$ cat src/sv/weather_station_link_sequencer_assert.svh
// Assertion macros shared by the link sequencer RTL.
// Depends on nothing; included inside module bodies.
`ifndef WEATHER_STATION_LINK_SEQUENCER_ASSERT_SVH
`define WEATHER_STATION_LINK_SEQUENCER_ASSERT_SVH

// Same-cycle implication, disabled while reset is asserted.
`define WSLS_ASSERT_NOW(label, clk, rst_n, ante, cons) \
	label: assert property (@(posedge clk) disable iff (!rst_n) (ante) |-> (cons)) \
		else $error("link sequencer check failed");

// Next-cycle implication, disabled while reset is asserted.
`define WSLS_ASSERT_NEXT(label, clk, rst_n, ante, cons) \
	label: assert property (@(posedge clk) disable iff (!rst_n) (ante) |=> (cons)) \
		else $error("link sequencer check failed");

`endif

$ cat src/sv/wsls_pkg.sv
// Shared types and constants of the weather station link sequencer.
// No dependencies; imported by wsls_engine and the top level.
package wsls_pkg;

	localparam logic [4:0] MAX_NIBBLES = 5'd30;

	localparam logic [7:0] ADDR_BASE     = 8'h82;
	localparam logic [7:0] LEN_BASE      = 8'hC2;
	localparam logic [7:0] LEN_ACK_BASE  = 8'h30;
	localparam logic [7:0] SET_ACK_BASE  = 8'h04;
	localparam logic [7:0] CLR_ACK_BASE  = 8'h0C;
	localparam logic [7:0] NIB_ACK_BASE  = 8'h10;
	localparam logic [7:0] SYNC_REPLY    = 8'h02;
	localparam logic [7:0] SYNC_BYTE     = 8'h06;

	localparam logic [7:0] SETBIT_RESET  = 8'd18;
	localparam logic [7:0] CLEARBIT_RESET = 8'd50;
	localparam logic [7:0] NIBWR_RESET   = 8'd66;
	localparam logic [6:0] SYNC_LIM_RESET = 7'd100;

	typedef enum logic [2:0] {
		PH_IDLE,
		PH_SYNC,
		PH_ADDR_READ,
		PH_ADDR_WRITE,
		PH_READ_LEN,
		PH_READ_DATA,
		PH_READ_SUM,
		PH_WRITE_DATA
	} phase_t;

	typedef enum logic [2:0] {
		CMD_SYNC    = 3'd0,
		CMD_READ    = 3'd1,
		CMD_WRITE   = 3'd2,
		CMD_LOAD    = 3'd3,
		CMD_RX      = 3'd4,
		CMD_TIMEOUT = 3'd5
	} cmd_t;

	typedef enum logic [1:0] {
		WK_SET     = 2'd0,
		WK_CLEAR   = 2'd1,
		WK_NIBBLES = 2'd2,
		WK_INVALID = 2'd3
	} wkind_t;

	typedef enum logic [1:0] {
		KIND_TX   = 2'd0,
		KIND_DATA = 2'd1,
		KIND_DONE = 2'd2
	} kind_t;

	typedef enum logic [2:0] {
		ST_OK      = 3'd0,
		ST_BAD_ACK = 3'd1,
		ST_TIMEOUT = 3'd2,
		ST_BAD_SUM = 3'd3,
		ST_INVALID = 3'd4,
		ST_NO_SYNC = 3'd5,
		ST_BUSY    = 3'd6
	} status_t;

	typedef enum logic [1:0] {
		CFG_SETBIT   = 2'd0,
		CFG_CLEARBIT = 2'd1,
		CFG_NIBWR    = 2'd2,
		CFG_SYNC_LIM = 2'd3
	} cfg_idx_t;

	typedef struct packed {
		logic [2:0]  cmd;
		logic [15:0] address;
		logic [4:0]  count;
		logic [1:0]  write_kind;
		logic [4:0]  nibble_index;
		logic [3:0]  nibble_value;
		logic [7:0]  rx_value;
	} item_t;

	typedef struct packed {
		logic [7:0] setbit_opcode;
		logic [7:0] clearbit_opcode;
		logic [7:0] nibble_write_opcode;
		logic [6:0] sync_attempt_limit;
	} cfg_t;

	typedef struct packed {
		logic       valid;
		logic [1:0] kind;
		logic [7:0] value;
		logic [2:0] status;
	} result_t;

endpackage

$ cat src/sv/wsls_engine.sv
// Link state machine, transaction state and nibble buffer of the sequencer.
// Depends on wsls_pkg and weather_station_link_sequencer_assert.svh.
module wsls_engine (
	input  logic              clk,
	input  logic              arst_n,
	input  logic              step_en,
	input  wsls_pkg::item_t   item,
	input  wsls_pkg::cfg_t    cfg,
	output wsls_pkg::result_t res
);
	import wsls_pkg::*;

	`include "weather_station_link_sequencer_assert.svh"

	phase_t      phase_q, phase_d;
	logic [15:0] target_address_q, target_address_d;
	logic [4:0]  nibble_count_q, nibble_count_d;
	logic [4:0]  step_position_q, step_position_d;
	logic [7:0]  expected_ack_q, expected_ack_d;
	logic [7:0]  running_sum_q, running_sum_d;
	logic [6:0]  sync_attempts_q, sync_attempts_d;
	logic        sync_seen_q, sync_seen_d;
	logic [7:0]  op_base_q, op_base_d;
	logic [7:0]  ack_base_q, ack_base_d;
	logic [3:0]  nib_buf_q [32];

	logic [4:0]  step_inc;
	logic        ack_ok;
	logic [4:0]  read_bytes;
	logic        starting, busy;
	logic        rd_invalid, wr_invalid;
	logic [4:0]  wr_limit;
	logic [1:0]  addr_idx;
	logic [15:0] addr_src;
	logic [3:0]  addr_nib;
	logic [7:0]  addr_byte, addr_ack;
	logic [4:0]  nib_idx;
	logic [3:0]  nib;
	logic [7:0]  nib_byte, nib_ack;
	logic [7:0]  len_byte, len_ack;
	logic        limit_hit;

	// shared decode
	always_comb begin
		step_inc   = step_position_q + 5'd1;
		ack_ok     = (item.rx_value == expected_ack_q);
		read_bytes = 5'((6'(nibble_count_q) + 6'd1) >> 1);
		starting   = (item.cmd == CMD_SYNC) || (item.cmd == CMD_READ) ||
			(item.cmd == CMD_WRITE);
		busy       = starting && (phase_q != PH_IDLE);
		rd_invalid = (item.count == 5'd0) || (item.count > MAX_NIBBLES);
		wr_limit   = ((item.write_kind == WK_SET) || (item.write_kind == WK_CLEAR)) ?
			5'd1 : MAX_NIBBLES;
		wr_invalid = (item.write_kind == WK_INVALID) || (item.count > wr_limit);
		// address nibbles go out high nibble first
		addr_idx   = (phase_q == PH_IDLE) ? 2'd0 : step_inc[1:0];
		addr_src   = (phase_q == PH_IDLE) ? item.address : target_address_q;
		addr_nib   = 4'(addr_src >> {~addr_idx, 2'b00});
		addr_byte  = ADDR_BASE + {2'b00, addr_nib, 2'b00};
		addr_ack   = {2'b00, addr_idx, addr_nib};
		nib_idx    = (phase_q == PH_WRITE_DATA) ? step_inc : 5'd0;
		nib        = nib_buf_q[nib_idx];
		nib_byte   = op_base_q + {2'b00, nib, 2'b00};
		nib_ack    = {4'b0000, nib} + ack_base_q;
		len_byte   = LEN_BASE + {1'b0, read_bytes, 2'b00};
		len_ack    = LEN_ACK_BASE + {3'b000, read_bytes};
		limit_hit  = (sync_attempts_q >= cfg.sync_attempt_limit);
	end

	// next phase
	always_comb begin
		phase_d = phase_q;
		if (!busy) begin
			case (item.cmd)
				CMD_SYNC: phase_d = PH_SYNC;
				CMD_READ: if (!rd_invalid) phase_d = PH_ADDR_READ;
				CMD_WRITE: if (!wr_invalid) phase_d = PH_ADDR_WRITE;
				CMD_RX: begin
					unique case (phase_q)
						PH_ADDR_READ, PH_ADDR_WRITE: begin
							if (!ack_ok)
								phase_d = PH_IDLE;
							else if (step_inc >= 5'd4) begin
								if (phase_q == PH_ADDR_READ)
									phase_d = PH_READ_LEN;
								else if (nibble_count_q == 5'd0)
									phase_d = PH_IDLE;
								else
									phase_d = PH_WRITE_DATA;
							end
						end
						PH_READ_LEN: phase_d = ack_ok ? PH_READ_DATA : PH_IDLE;
						PH_READ_DATA: if (step_inc >= read_bytes) phase_d = PH_READ_SUM;
						PH_READ_SUM: phase_d = PH_IDLE;
						PH_WRITE_DATA: begin
							if (!ack_ok || step_inc >= nibble_count_q)
								phase_d = PH_IDLE;
						end
						default: phase_d = phase_q;
					endcase
				end
				CMD_TIMEOUT: begin
					unique case (phase_q)
						PH_IDLE: phase_d = PH_IDLE;
						PH_SYNC: if (sync_seen_q || limit_hit) phase_d = PH_IDLE;
						default: phase_d = PH_IDLE;
					endcase
				end
				default: phase_d = phase_q;
			endcase
		end
	end

	// result and datapath
	always_comb begin
		res              = '0;
		target_address_d = target_address_q;
		nibble_count_d   = nibble_count_q;
		step_position_d  = step_position_q;
		expected_ack_d   = expected_ack_q;
		running_sum_d    = running_sum_q;
		sync_attempts_d  = sync_attempts_q;
		sync_seen_d      = sync_seen_q;
		op_base_d        = op_base_q;
		ack_base_d       = ack_base_q;
		if (busy) begin
			res = '{valid: 1'b1, kind: KIND_DONE, value: 8'd0, status: ST_BUSY};
		end else begin
			case (item.cmd)
				CMD_SYNC: begin
					sync_attempts_d = 7'd1;
					sync_seen_d     = 1'b0;
					res = '{valid: 1'b1, kind: KIND_TX, value: SYNC_BYTE, status: ST_OK};
				end
				CMD_READ: begin
					if (rd_invalid) begin
						res = '{valid: 1'b1, kind: KIND_DONE, value: 8'd0,
							status: ST_INVALID};
					end else begin
						target_address_d = item.address;
						nibble_count_d   = item.count;
						step_position_d  = 5'd0;
						expected_ack_d   = addr_ack;
						res = '{valid: 1'b1, kind: KIND_TX, value: addr_byte, status: ST_OK};
					end
				end
				CMD_WRITE: begin
					if (wr_invalid) begin
						res = '{valid: 1'b1, kind: KIND_DONE, value: 8'd0,
							status: ST_INVALID};
					end else begin
						case (item.write_kind)
							WK_SET: begin
								op_base_d  = cfg.setbit_opcode;
								ack_base_d = SET_ACK_BASE;
							end
							WK_CLEAR: begin
								op_base_d  = cfg.clearbit_opcode;
								ack_base_d = CLR_ACK_BASE;
							end
							default: begin
								op_base_d  = cfg.nibble_write_opcode;
								ack_base_d = NIB_ACK_BASE;
							end
						endcase
						target_address_d = item.address;
						nibble_count_d   = item.count;
						step_position_d  = 5'd0;
						expected_ack_d   = addr_ack;
						res = '{valid: 1'b1, kind: KIND_TX, value: addr_byte, status: ST_OK};
					end
				end
				CMD_RX: begin
					case (phase_q)
						PH_SYNC: if (item.rx_value == SYNC_REPLY) sync_seen_d = 1'b1;
						PH_ADDR_READ, PH_ADDR_WRITE: begin
							if (!ack_ok) begin
								res = '{valid: 1'b1, kind: KIND_DONE, value: 8'd0,
									status: ST_BAD_ACK};
							end else begin
								step_position_d = step_inc;
								if (step_inc < 5'd4) begin
									expected_ack_d = addr_ack;
									res = '{valid: 1'b1, kind: KIND_TX, value: addr_byte,
										status: ST_OK};
								end else if (phase_q == PH_ADDR_READ) begin
									expected_ack_d = len_ack;
									res = '{valid: 1'b1, kind: KIND_TX, value: len_byte,
										status: ST_OK};
								end else begin
									step_position_d = 5'd0;
									if (nibble_count_q == 5'd0) begin
										res = '{valid: 1'b1, kind: KIND_DONE, value: 8'd0,
											status: ST_OK};
									end else begin
										expected_ack_d = nib_ack;
										res = '{valid: 1'b1, kind: KIND_TX, value: nib_byte,
											status: ST_OK};
									end
								end
							end
						end
						PH_READ_LEN: begin
							if (!ack_ok) begin
								res = '{valid: 1'b1, kind: KIND_DONE, value: 8'd0,
									status: ST_BAD_ACK};
							end else begin
								step_position_d = 5'd0;
								running_sum_d   = 8'd0;
							end
						end
						PH_READ_DATA: begin
							running_sum_d   = running_sum_q + item.rx_value;
							step_position_d = step_inc;
							res = '{valid: 1'b1, kind: KIND_DATA, value: item.rx_value,
								status: ST_OK};
						end
						PH_READ_SUM: begin
							res = '{valid: 1'b1, kind: KIND_DONE, value: 8'd0,
								status: (item.rx_value == running_sum_q) ? ST_OK : ST_BAD_SUM};
						end
						PH_WRITE_DATA: begin
							if (!ack_ok) begin
								res = '{valid: 1'b1, kind: KIND_DONE, value: 8'd0,
									status: ST_BAD_ACK};
							end else begin
								step_position_d = step_inc;
								if (step_inc >= nibble_count_q) begin
									res = '{valid: 1'b1, kind: KIND_DONE, value: 8'd0,
										status: ST_OK};
								end else begin
									expected_ack_d = nib_ack;
									res = '{valid: 1'b1, kind: KIND_TX, value: nib_byte,
										status: ST_OK};
								end
							end
						end
						default: res = '0;
					endcase
				end
				CMD_TIMEOUT: begin
					case (phase_q)
						PH_IDLE: res = '0;
						PH_SYNC: begin
							if (sync_seen_q) begin
								res = '{valid: 1'b1, kind: KIND_DONE, value: 8'd0,
									status: ST_OK};
							end else if (limit_hit) begin
								res = '{valid: 1'b1, kind: KIND_DONE, value: 8'd0,
									status: ST_NO_SYNC};
							end else begin
								sync_attempts_d = sync_attempts_q + 7'd1;
								sync_seen_d     = 1'b0;
								res = '{valid: 1'b1, kind: KIND_TX, value: SYNC_BYTE,
									status: ST_OK};
							end
						end
						default: begin
							res = '{valid: 1'b1, kind: KIND_DONE, value: 8'd0,
								status: ST_TIMEOUT};
						end
					endcase
				end
				default: res = '0;
			endcase
		end
	end

	always_ff @(posedge clk or negedge arst_n) begin
		if (!arst_n) begin
			phase_q          <= PH_IDLE;
			target_address_q <= '0;
			nibble_count_q   <= '0;
			step_position_q  <= '0;
			expected_ack_q   <= '0;
			running_sum_q    <= '0;
			sync_attempts_q  <= '0;
			sync_seen_q      <= 1'b0;
			op_base_q        <= '0;
			ack_base_q       <= '0;
		end else if (step_en) begin
			phase_q          <= phase_d;
			target_address_q <= target_address_d;
			nibble_count_q   <= nibble_count_d;
			step_position_q  <= step_position_d;
			expected_ack_q   <= expected_ack_d;
			running_sum_q    <= running_sum_d;
			sync_attempts_q  <= sync_attempts_d;
			sync_seen_q      <= sync_seen_d;
			op_base_q        <= op_base_d;
			ack_base_q       <= ack_base_d;
		end
	end

	// nibble buffer, loadable at any time
	always_ff @(posedge clk) begin
		if (step_en && item.cmd == CMD_LOAD)
			nib_buf_q[item.nibble_index] <= item.nibble_value;
	end

	`WSLS_ASSERT_NEXT(a_done_to_idle, clk, arst_n,
		step_en && res.valid && res.kind == KIND_DONE && res.status != ST_BUSY,
		phase_q == PH_IDLE)
	`WSLS_ASSERT_NOW(a_data_in_read, clk, arst_n,
		step_en && res.valid && res.kind == KIND_DATA, phase_q == PH_READ_DATA)

endmodule

$ cat src/sv/weather_station_link_sequencer.sv
// Top level of the weather station link sequencer: handshakes, registers.
// Depends on wsls_pkg, wsls_engine and weather_station_link_sequencer_assert.svh.

// Takes one event per clock (command, received byte or timeout) and gives at
// most one result per event: a byte to transmit, a read data byte, or a
// completion status. An accepted event lands in an input register and is
// processed by the link state machine once the output register is empty or
// being taken, and its result is written into the output register. Throughput
// is one event per cycle; the input side stalls only while both the input
// register and the output register are full and the output is not being taken.
// The configuration port is always ready; write it only while the link is idle.
module weather_station_link_sequencer (
	input  logic        clk,
	input  logic        arst_n,
	input  logic        in_valid,
	output logic        in_ready,
	input  logic [2:0]  cmd,
	input  logic [15:0] address,
	input  logic [4:0]  count,
	input  logic [1:0]  write_kind,
	input  logic [4:0]  nibble_index,
	input  logic [3:0]  nibble_value,
	input  logic [7:0]  rx_value,
	output logic        out_valid,
	input  logic        out_ready,
	output logic [1:0]  kind,
	output logic [7:0]  value,
	output logic [2:0]  status,
	input  logic        cfg_valid,
	output logic        cfg_ready,
	input  logic [1:0]  cfg_index,
	input  logic [7:0]  cfg_data
);
	import wsls_pkg::*;

	`include "weather_station_link_sequencer_assert.svh"

	logic    valid_s1;
	item_t   item_s1;
	cfg_t    cfg_q;
	result_t res;
	logic    adv;
	logic    out_valid_q;
	logic [1:0] kind_q;
	logic [7:0] value_q;
	logic [2:0] status_q;

	assign adv       = valid_s1 && (!out_valid_q || out_ready);
	assign in_ready  = !valid_s1 || adv;
	assign cfg_ready = 1'b1;

	always_ff @(posedge clk or negedge arst_n) begin
		if (!arst_n) begin
			valid_s1 <= 1'b0;
		end else if (in_ready) begin
			valid_s1 <= in_valid;
		end
	end

	always_ff @(posedge clk) begin
		if (in_valid && in_ready)
			item_s1 <= '{cmd: cmd, address: address, count: count,
				write_kind: write_kind, nibble_index: nibble_index,
				nibble_value: nibble_value, rx_value: rx_value};
	end

	always_ff @(posedge clk or negedge arst_n) begin
		if (!arst_n) begin
			cfg_q <= '{setbit_opcode: SETBIT_RESET, clearbit_opcode: CLEARBIT_RESET,
				nibble_write_opcode: NIBWR_RESET, sync_attempt_limit: SYNC_LIM_RESET};
		end else if (cfg_valid) begin
			unique case (cfg_idx_t'(cfg_index))
				CFG_SETBIT:   cfg_q.setbit_opcode       <= cfg_data;
				CFG_CLEARBIT: cfg_q.clearbit_opcode     <= cfg_data;
				CFG_NIBWR:    cfg_q.nibble_write_opcode <= cfg_data;
				CFG_SYNC_LIM: cfg_q.sync_attempt_limit  <= cfg_data[6:0];
				default:      cfg_q <= cfg_q;
			endcase
		end
	end

	wsls_engine u_engine (
		.clk     (clk),
		.arst_n  (arst_n),
		.step_en (adv),
		.item    (item_s1),
		.cfg     (cfg_q),
		.res     (res)
	);

	always_ff @(posedge clk or negedge arst_n) begin
		if (!arst_n) begin
			out_valid_q <= 1'b0;
		end else if (adv) begin
			out_valid_q <= res.valid;
		end else if (out_ready) begin
			out_valid_q <= 1'b0;
		end
	end

	always_ff @(posedge clk) begin
		if (adv) begin
			kind_q   <= res.kind;
			value_q  <= res.value;
			status_q <= res.status;
		end
	end

	assign out_valid = out_valid_q;
	assign kind      = kind_q;
	assign value     = value_q;
	assign status    = status_q;

	`WSLS_ASSERT_NOW(a_stall_cause, clk, arst_n,
		!in_ready, valid_s1 && out_valid_q && !out_ready)
	`WSLS_ASSERT_NOW(a_done_no_value, clk, arst_n,
		out_valid && kind == KIND_DONE, value == 8'd0)
	`WSLS_ASSERT_NOW(a_byte_status_ok, clk, arst_n,
		out_valid && kind != KIND_DONE, status == ST_OK)

endmodule

$ cat config.mk
export PLATFORM = sky130hd
export DESIGN_NAME = weather_station_link_sequencer
export DESIGN_NICKNAME = d
export VERILOG_FILES = /design/src/sv/wsls_pkg.sv /design/src/sv/wsls_engine.sv /design/src/sv/weather_station_link_sequencer.sv
export VERILOG_INCLUDE_DIRS = /design/src /design/src/sv
export SDC_FILE = /design/constraint.sdc
export NUM_CORES = 1
export LEC_CHECK = 0
export ABC_AREA = 1
export CAP_MARGIN = 20
export CORE_MARGIN = 2
export CORE_UTILIZATION = 30
export DETAILED_ROUTE_END_ITERATION = 7
export DONT_BUFFER_PORTS = 1
export PLACE_DENSITY_LB_ADDON = 0.3
export SETUP_SLACK_MARGIN = 0.1
export SYNTH_ARGS = -nofsm -noshare
export SYNTH_HDL_FRONTEND = slang
export SYNTH_HIERARCHICAL = 1
export SYNTH_SLANG_ARGS = --single-unit
$ cat constraint.sdc
create_clock -name clk -period 9.25 [get_ports clk]
set_input_delay 1.3875 -clock clk [delete_from_list [all_inputs] [get_ports clk]]
set_output_delay 1.3875 -clock clk [all_outputs]
set_load 0.02 [all_outputs]
==> flow_metrics.py <==
metrics = {
    "status": {
        "status": "finished, final reports clean",
    },
    "detailed_routing": {
        "avgViaCountPerCell": 4.88,
        "routedWlPerCell_um": 17.3,
        "routed-via-count": 10554,
        "wl_met1_um": 17700,
        "firstDrtPassIters": 5,
        "route.antenna.remaining_nets": 0,
        "top_signal_layer_used": "met4",
        "route.detailed.drc": 0,
        "drtIter0Drc": 860,
        "totalWireLength_um": 37400,
        "dr_wl_met2_um": 17000,
        "routed-wl-met3_um": 2010,
    },
    "global_routing": {
        "grt_antenna_before_repair": 0,
        "first_global_vias": 10325,
        "globalRoute.totalOverflow": 0,
        "maximum_number_of_pins_on_one_net_before_global_route_repair": 97,
        "grt.total_usage_pct": 15.5,
        "grt_first_pass_wirelength_um": 58800,
    },
    "place": {
        "place.port_buffers": 0,
        "place.detailed.instances": 2109,
        "finalWeightedCongestion": 0.875,
        "detailed_place.area_um2": 14600,
        "dpl.hpwl_um": 26000,
    },
    "floorplan": {
        "die_width_um": 221,
        "design.die.area_um2": 48700,
        "initial_core_util_pct": 30.3,
        "die_height_um": 221,
        "floorplan.io_pins": 74,
        "row_count": 79,
        "design.core.area_um2": 46500,
    },
    "logic_synthesis": {
        "synth_sequential_area_ratio_pct": 56.4,
        "ys_types": 46,
        "synthArstFlopShare_pct": 34.3,
        "syn_area_per_cell_um2": 9.15,
        "synth.cell_area_um2": 14100,
        "synth_area_leaders": "edfxtp_1 39%, dfrtp_1 15%, nand2_1 13%",
        "synth_top_cell_by_area": "edfxtp_1",
        "count_of_state_elements_after_synthesis": 280,
        "yosys.cell_count.top_type": "nand2_1",
        "synthFlopType": "edfxtp_1",
        "yosys.area.top_type_share_pct": 39.2,
        "postSynthCellCount": 1540,
        "synthesis.yosys.warnings": 6,
        "ys_top_cells_by_count": "487 x nand2_1, 184 x edfxtp_1, 175 x nand3_1",
        "synth_edf_count": 184,
        "synth_net_count": 1641,
    },
    "clock_tree": {
        "clock_tree.buffer_depth": 3,
        "cts_sinks": 280,
        "clkSlewWorstSetupHoldPaths_ns": 0.07,
        "post_cts.resized_instances": 0,
        "cts-root-buf": "clkbuf_16",
        "hold_buffers": 0,
        "post_cts_setup_bufs": 0,
        "insertion_delay_ns": 0.57,
        "h_tree_level_count": 1,
        "tritoncts": "done",
        "cts_made_buffers": 30,
    },
    "timing": {
        "setup_tns_ns": 0,
        "final_worst_path_period_share_pct": 48.9,
        "fin_worst_hold_slack_ns": 0.464,
        "clock_skew_ns": 0.0136,
        "hold_viol": 0,
        "tightestPinTransition_ns": 0.910,
        "fmax_ghz": 0.221,
        "timing.max_slew.rel_slack_pct": 39.2,
        "rsz0062_at_grt": "false",
        "timing.final.setup_violations": 0,
        "fin_crit_ns": 4.53,
        "final_max_slew_viol_count": 0,
    },
    "worst_hold_path": {
        "hold-path-cell-count": 2,
        "hold_path.class": "flip-flop to flip-flop",
        "hold_start": "cfg_q[24]",
    },
    "worst_setup_path": {
        "critPathLaunchType": "flip-flop",
        "timing.reg2reg.setup_slack_ns": 4.72,
        "critical_path_arrival_ns": 4.95,
        "critical_path.reg2reg.endpoint": "value[5]",
        "path_depth_of_the_worst_reg2reg_path": 26,
        "reg2reg_from": "u_engine/phase_q[2]",
        "endpoint_kind": "flip-flop",
        "worstPathRequired_ns": 9.68,
        "critical_path_class": "flip-flop to flip-flop",
        "setup.worst_path.start": "u_engine/phase_q[2]",
        "crit_end": "value[5]",
        "critPathMaxFanout": 68,
    },
    "layout": {
        "flow.area_growth_from_synthesis_pct": 10.8,
        "fillers": 4738,
        "post_route_cells_drive_above_1_share_pct": 6.37,
        "insertedDiodeCount": 0,
        "finish.net_count": 1635,
        "finish.cell_count_without_fillers": 2162,
        "layout.cell_area.non_filler_um2": 15600,
    },
    "pwr": {
        "ir_worst_vdd_mv": 0.148,
        "power-per-cell-area_nw_per_um2": 230,
        "total_power_w": 0.00360,
        "p_leak_nw": 6.65,
    },
    "run": {
        "max_cap_violations": 0,
    },
}
[critical path, stage by stage, from the launching register on]
cell,delay [ns]
dfrtp_1,0.59
nand2_4,0.13
nor2_8,0.41
nand2_4,0.53
inv_1,0.65
nor2_1,0.08
nor2_1,0.10
o21ai_0,0.09
o211ai_1,0.11
nand3_1,0.09
nand3_1,0.08
nand2_1,0.05
inv_1,0.14
ha_1,0.32
nand2_1,0.09
nand2_1,0.06
inv_1,0.07
nand2_1,0.06
nand2_1,0.06
nand2_1,0.05
inv_1,0.08
nand3_1,0.07
nand3_1,0.10
nand2_1,0.06
nand2_1,0.09
nand2_1,0.05
a21oi_1,0.13
[sequential cells by signal, indices dropped and copies added, names as in the netlist, 5 cells and up]
signal                     cells
item_s1                       43
u_engine/step_position_q       5
cfg_q                         31
u_engine/op_base_q             8
value                          8
u_engine/expected_ack_q        7
u_engine/nibble_count_q        5
u_engine/sync_attempts_q       7
u_engine/running_sum_q         8
u_engine/nib_buf_q           128
u_engine/target_address_q     16
[power breakdown]
part,total (W),internal [W],leakage (nW),switching [W]
registers,0.00164,0.00150,2.90,0.000140
logic,0.000751,0.000240,3.29,0.000510
clock network,0.00121,0.000706,0.460,0.000504
[routing by layer]
metal	vias to the layer above	global-route usage (%)
met2	268	24.6
met1	5058	22.4
met4	0	4.04
met3	53	1.62
met5	-	0
li1	5175	-
[kinds of logic (layout without fill, tap and decap cells)]
family          count (synthesis)  count (layout)  synth area share [%]
xor+xnor                       16              16                 0.995
simple gates                  844             844                  26.2
fa+ha+maj                      43              43                  3.98
buf+inv                       199             214                  6.32
other cells                     1               1                0.0266
flops                         280             280                  56.4
compound gates                157             157                  6.17
[worst min path at each step]
| stage | to | slack [ns] |
|---|---|---|
| 2_1_floorplan | cfg_q[7] | 0.44 |
| 3_3_place_gp | cfg_q[24] | 0.45 |
| 3_5_place_dp | cfg_q[24] | 0.45 |
| 4_1_cts | cfg_q[24] | 0.46 |
| 5_1_grt | cfg_q[19] | 0.48 |
| 6_report | cfg_q[24] | 0.46 |
[final cells by class]
cell class | instances | area (µm²) | area share [%]
Timing Repair Buffer | 10 | 95.1 | 0.609
Tap cell | 607 | 759 | 4.86
Clock buffer | 35 | 769 | 4.93
Clock inverter | 18 | 216 | 1.39
Sequential cell | 280 | 7940 | 50.8
Multi-Input combinational cell | 1061 | 5260 | 33.7
Inverter | 151 | 574 | 3.68
[placed cells by master, fill, tap and decap left out, types with 11 or more instances in the layout]
cell type	instances
nand2_1	487
edfxtp_1	184
nand3_1	175
inv_1	137
nor2_1	104
dfrtp_1	86
o21ai_0	70
nand4_1	43
a21oi_1	43
ha_1	40
clkbuf_16	30
xor2_1	11
o21ai_1	11
[through the flow]
step | utilization [%] | setup slack [ns]
2_1_floorplan | - | 5.29
3_3_place_gp | 31.4 | 4.88
3_5_place_dp | 31.5 | 4.76
4_1_cts | 33.6 | 4.76
5_1_grt | 33.6 | 4.30
6_report | 33.6 | 4.72
Power figures use the tool's default switching activity.
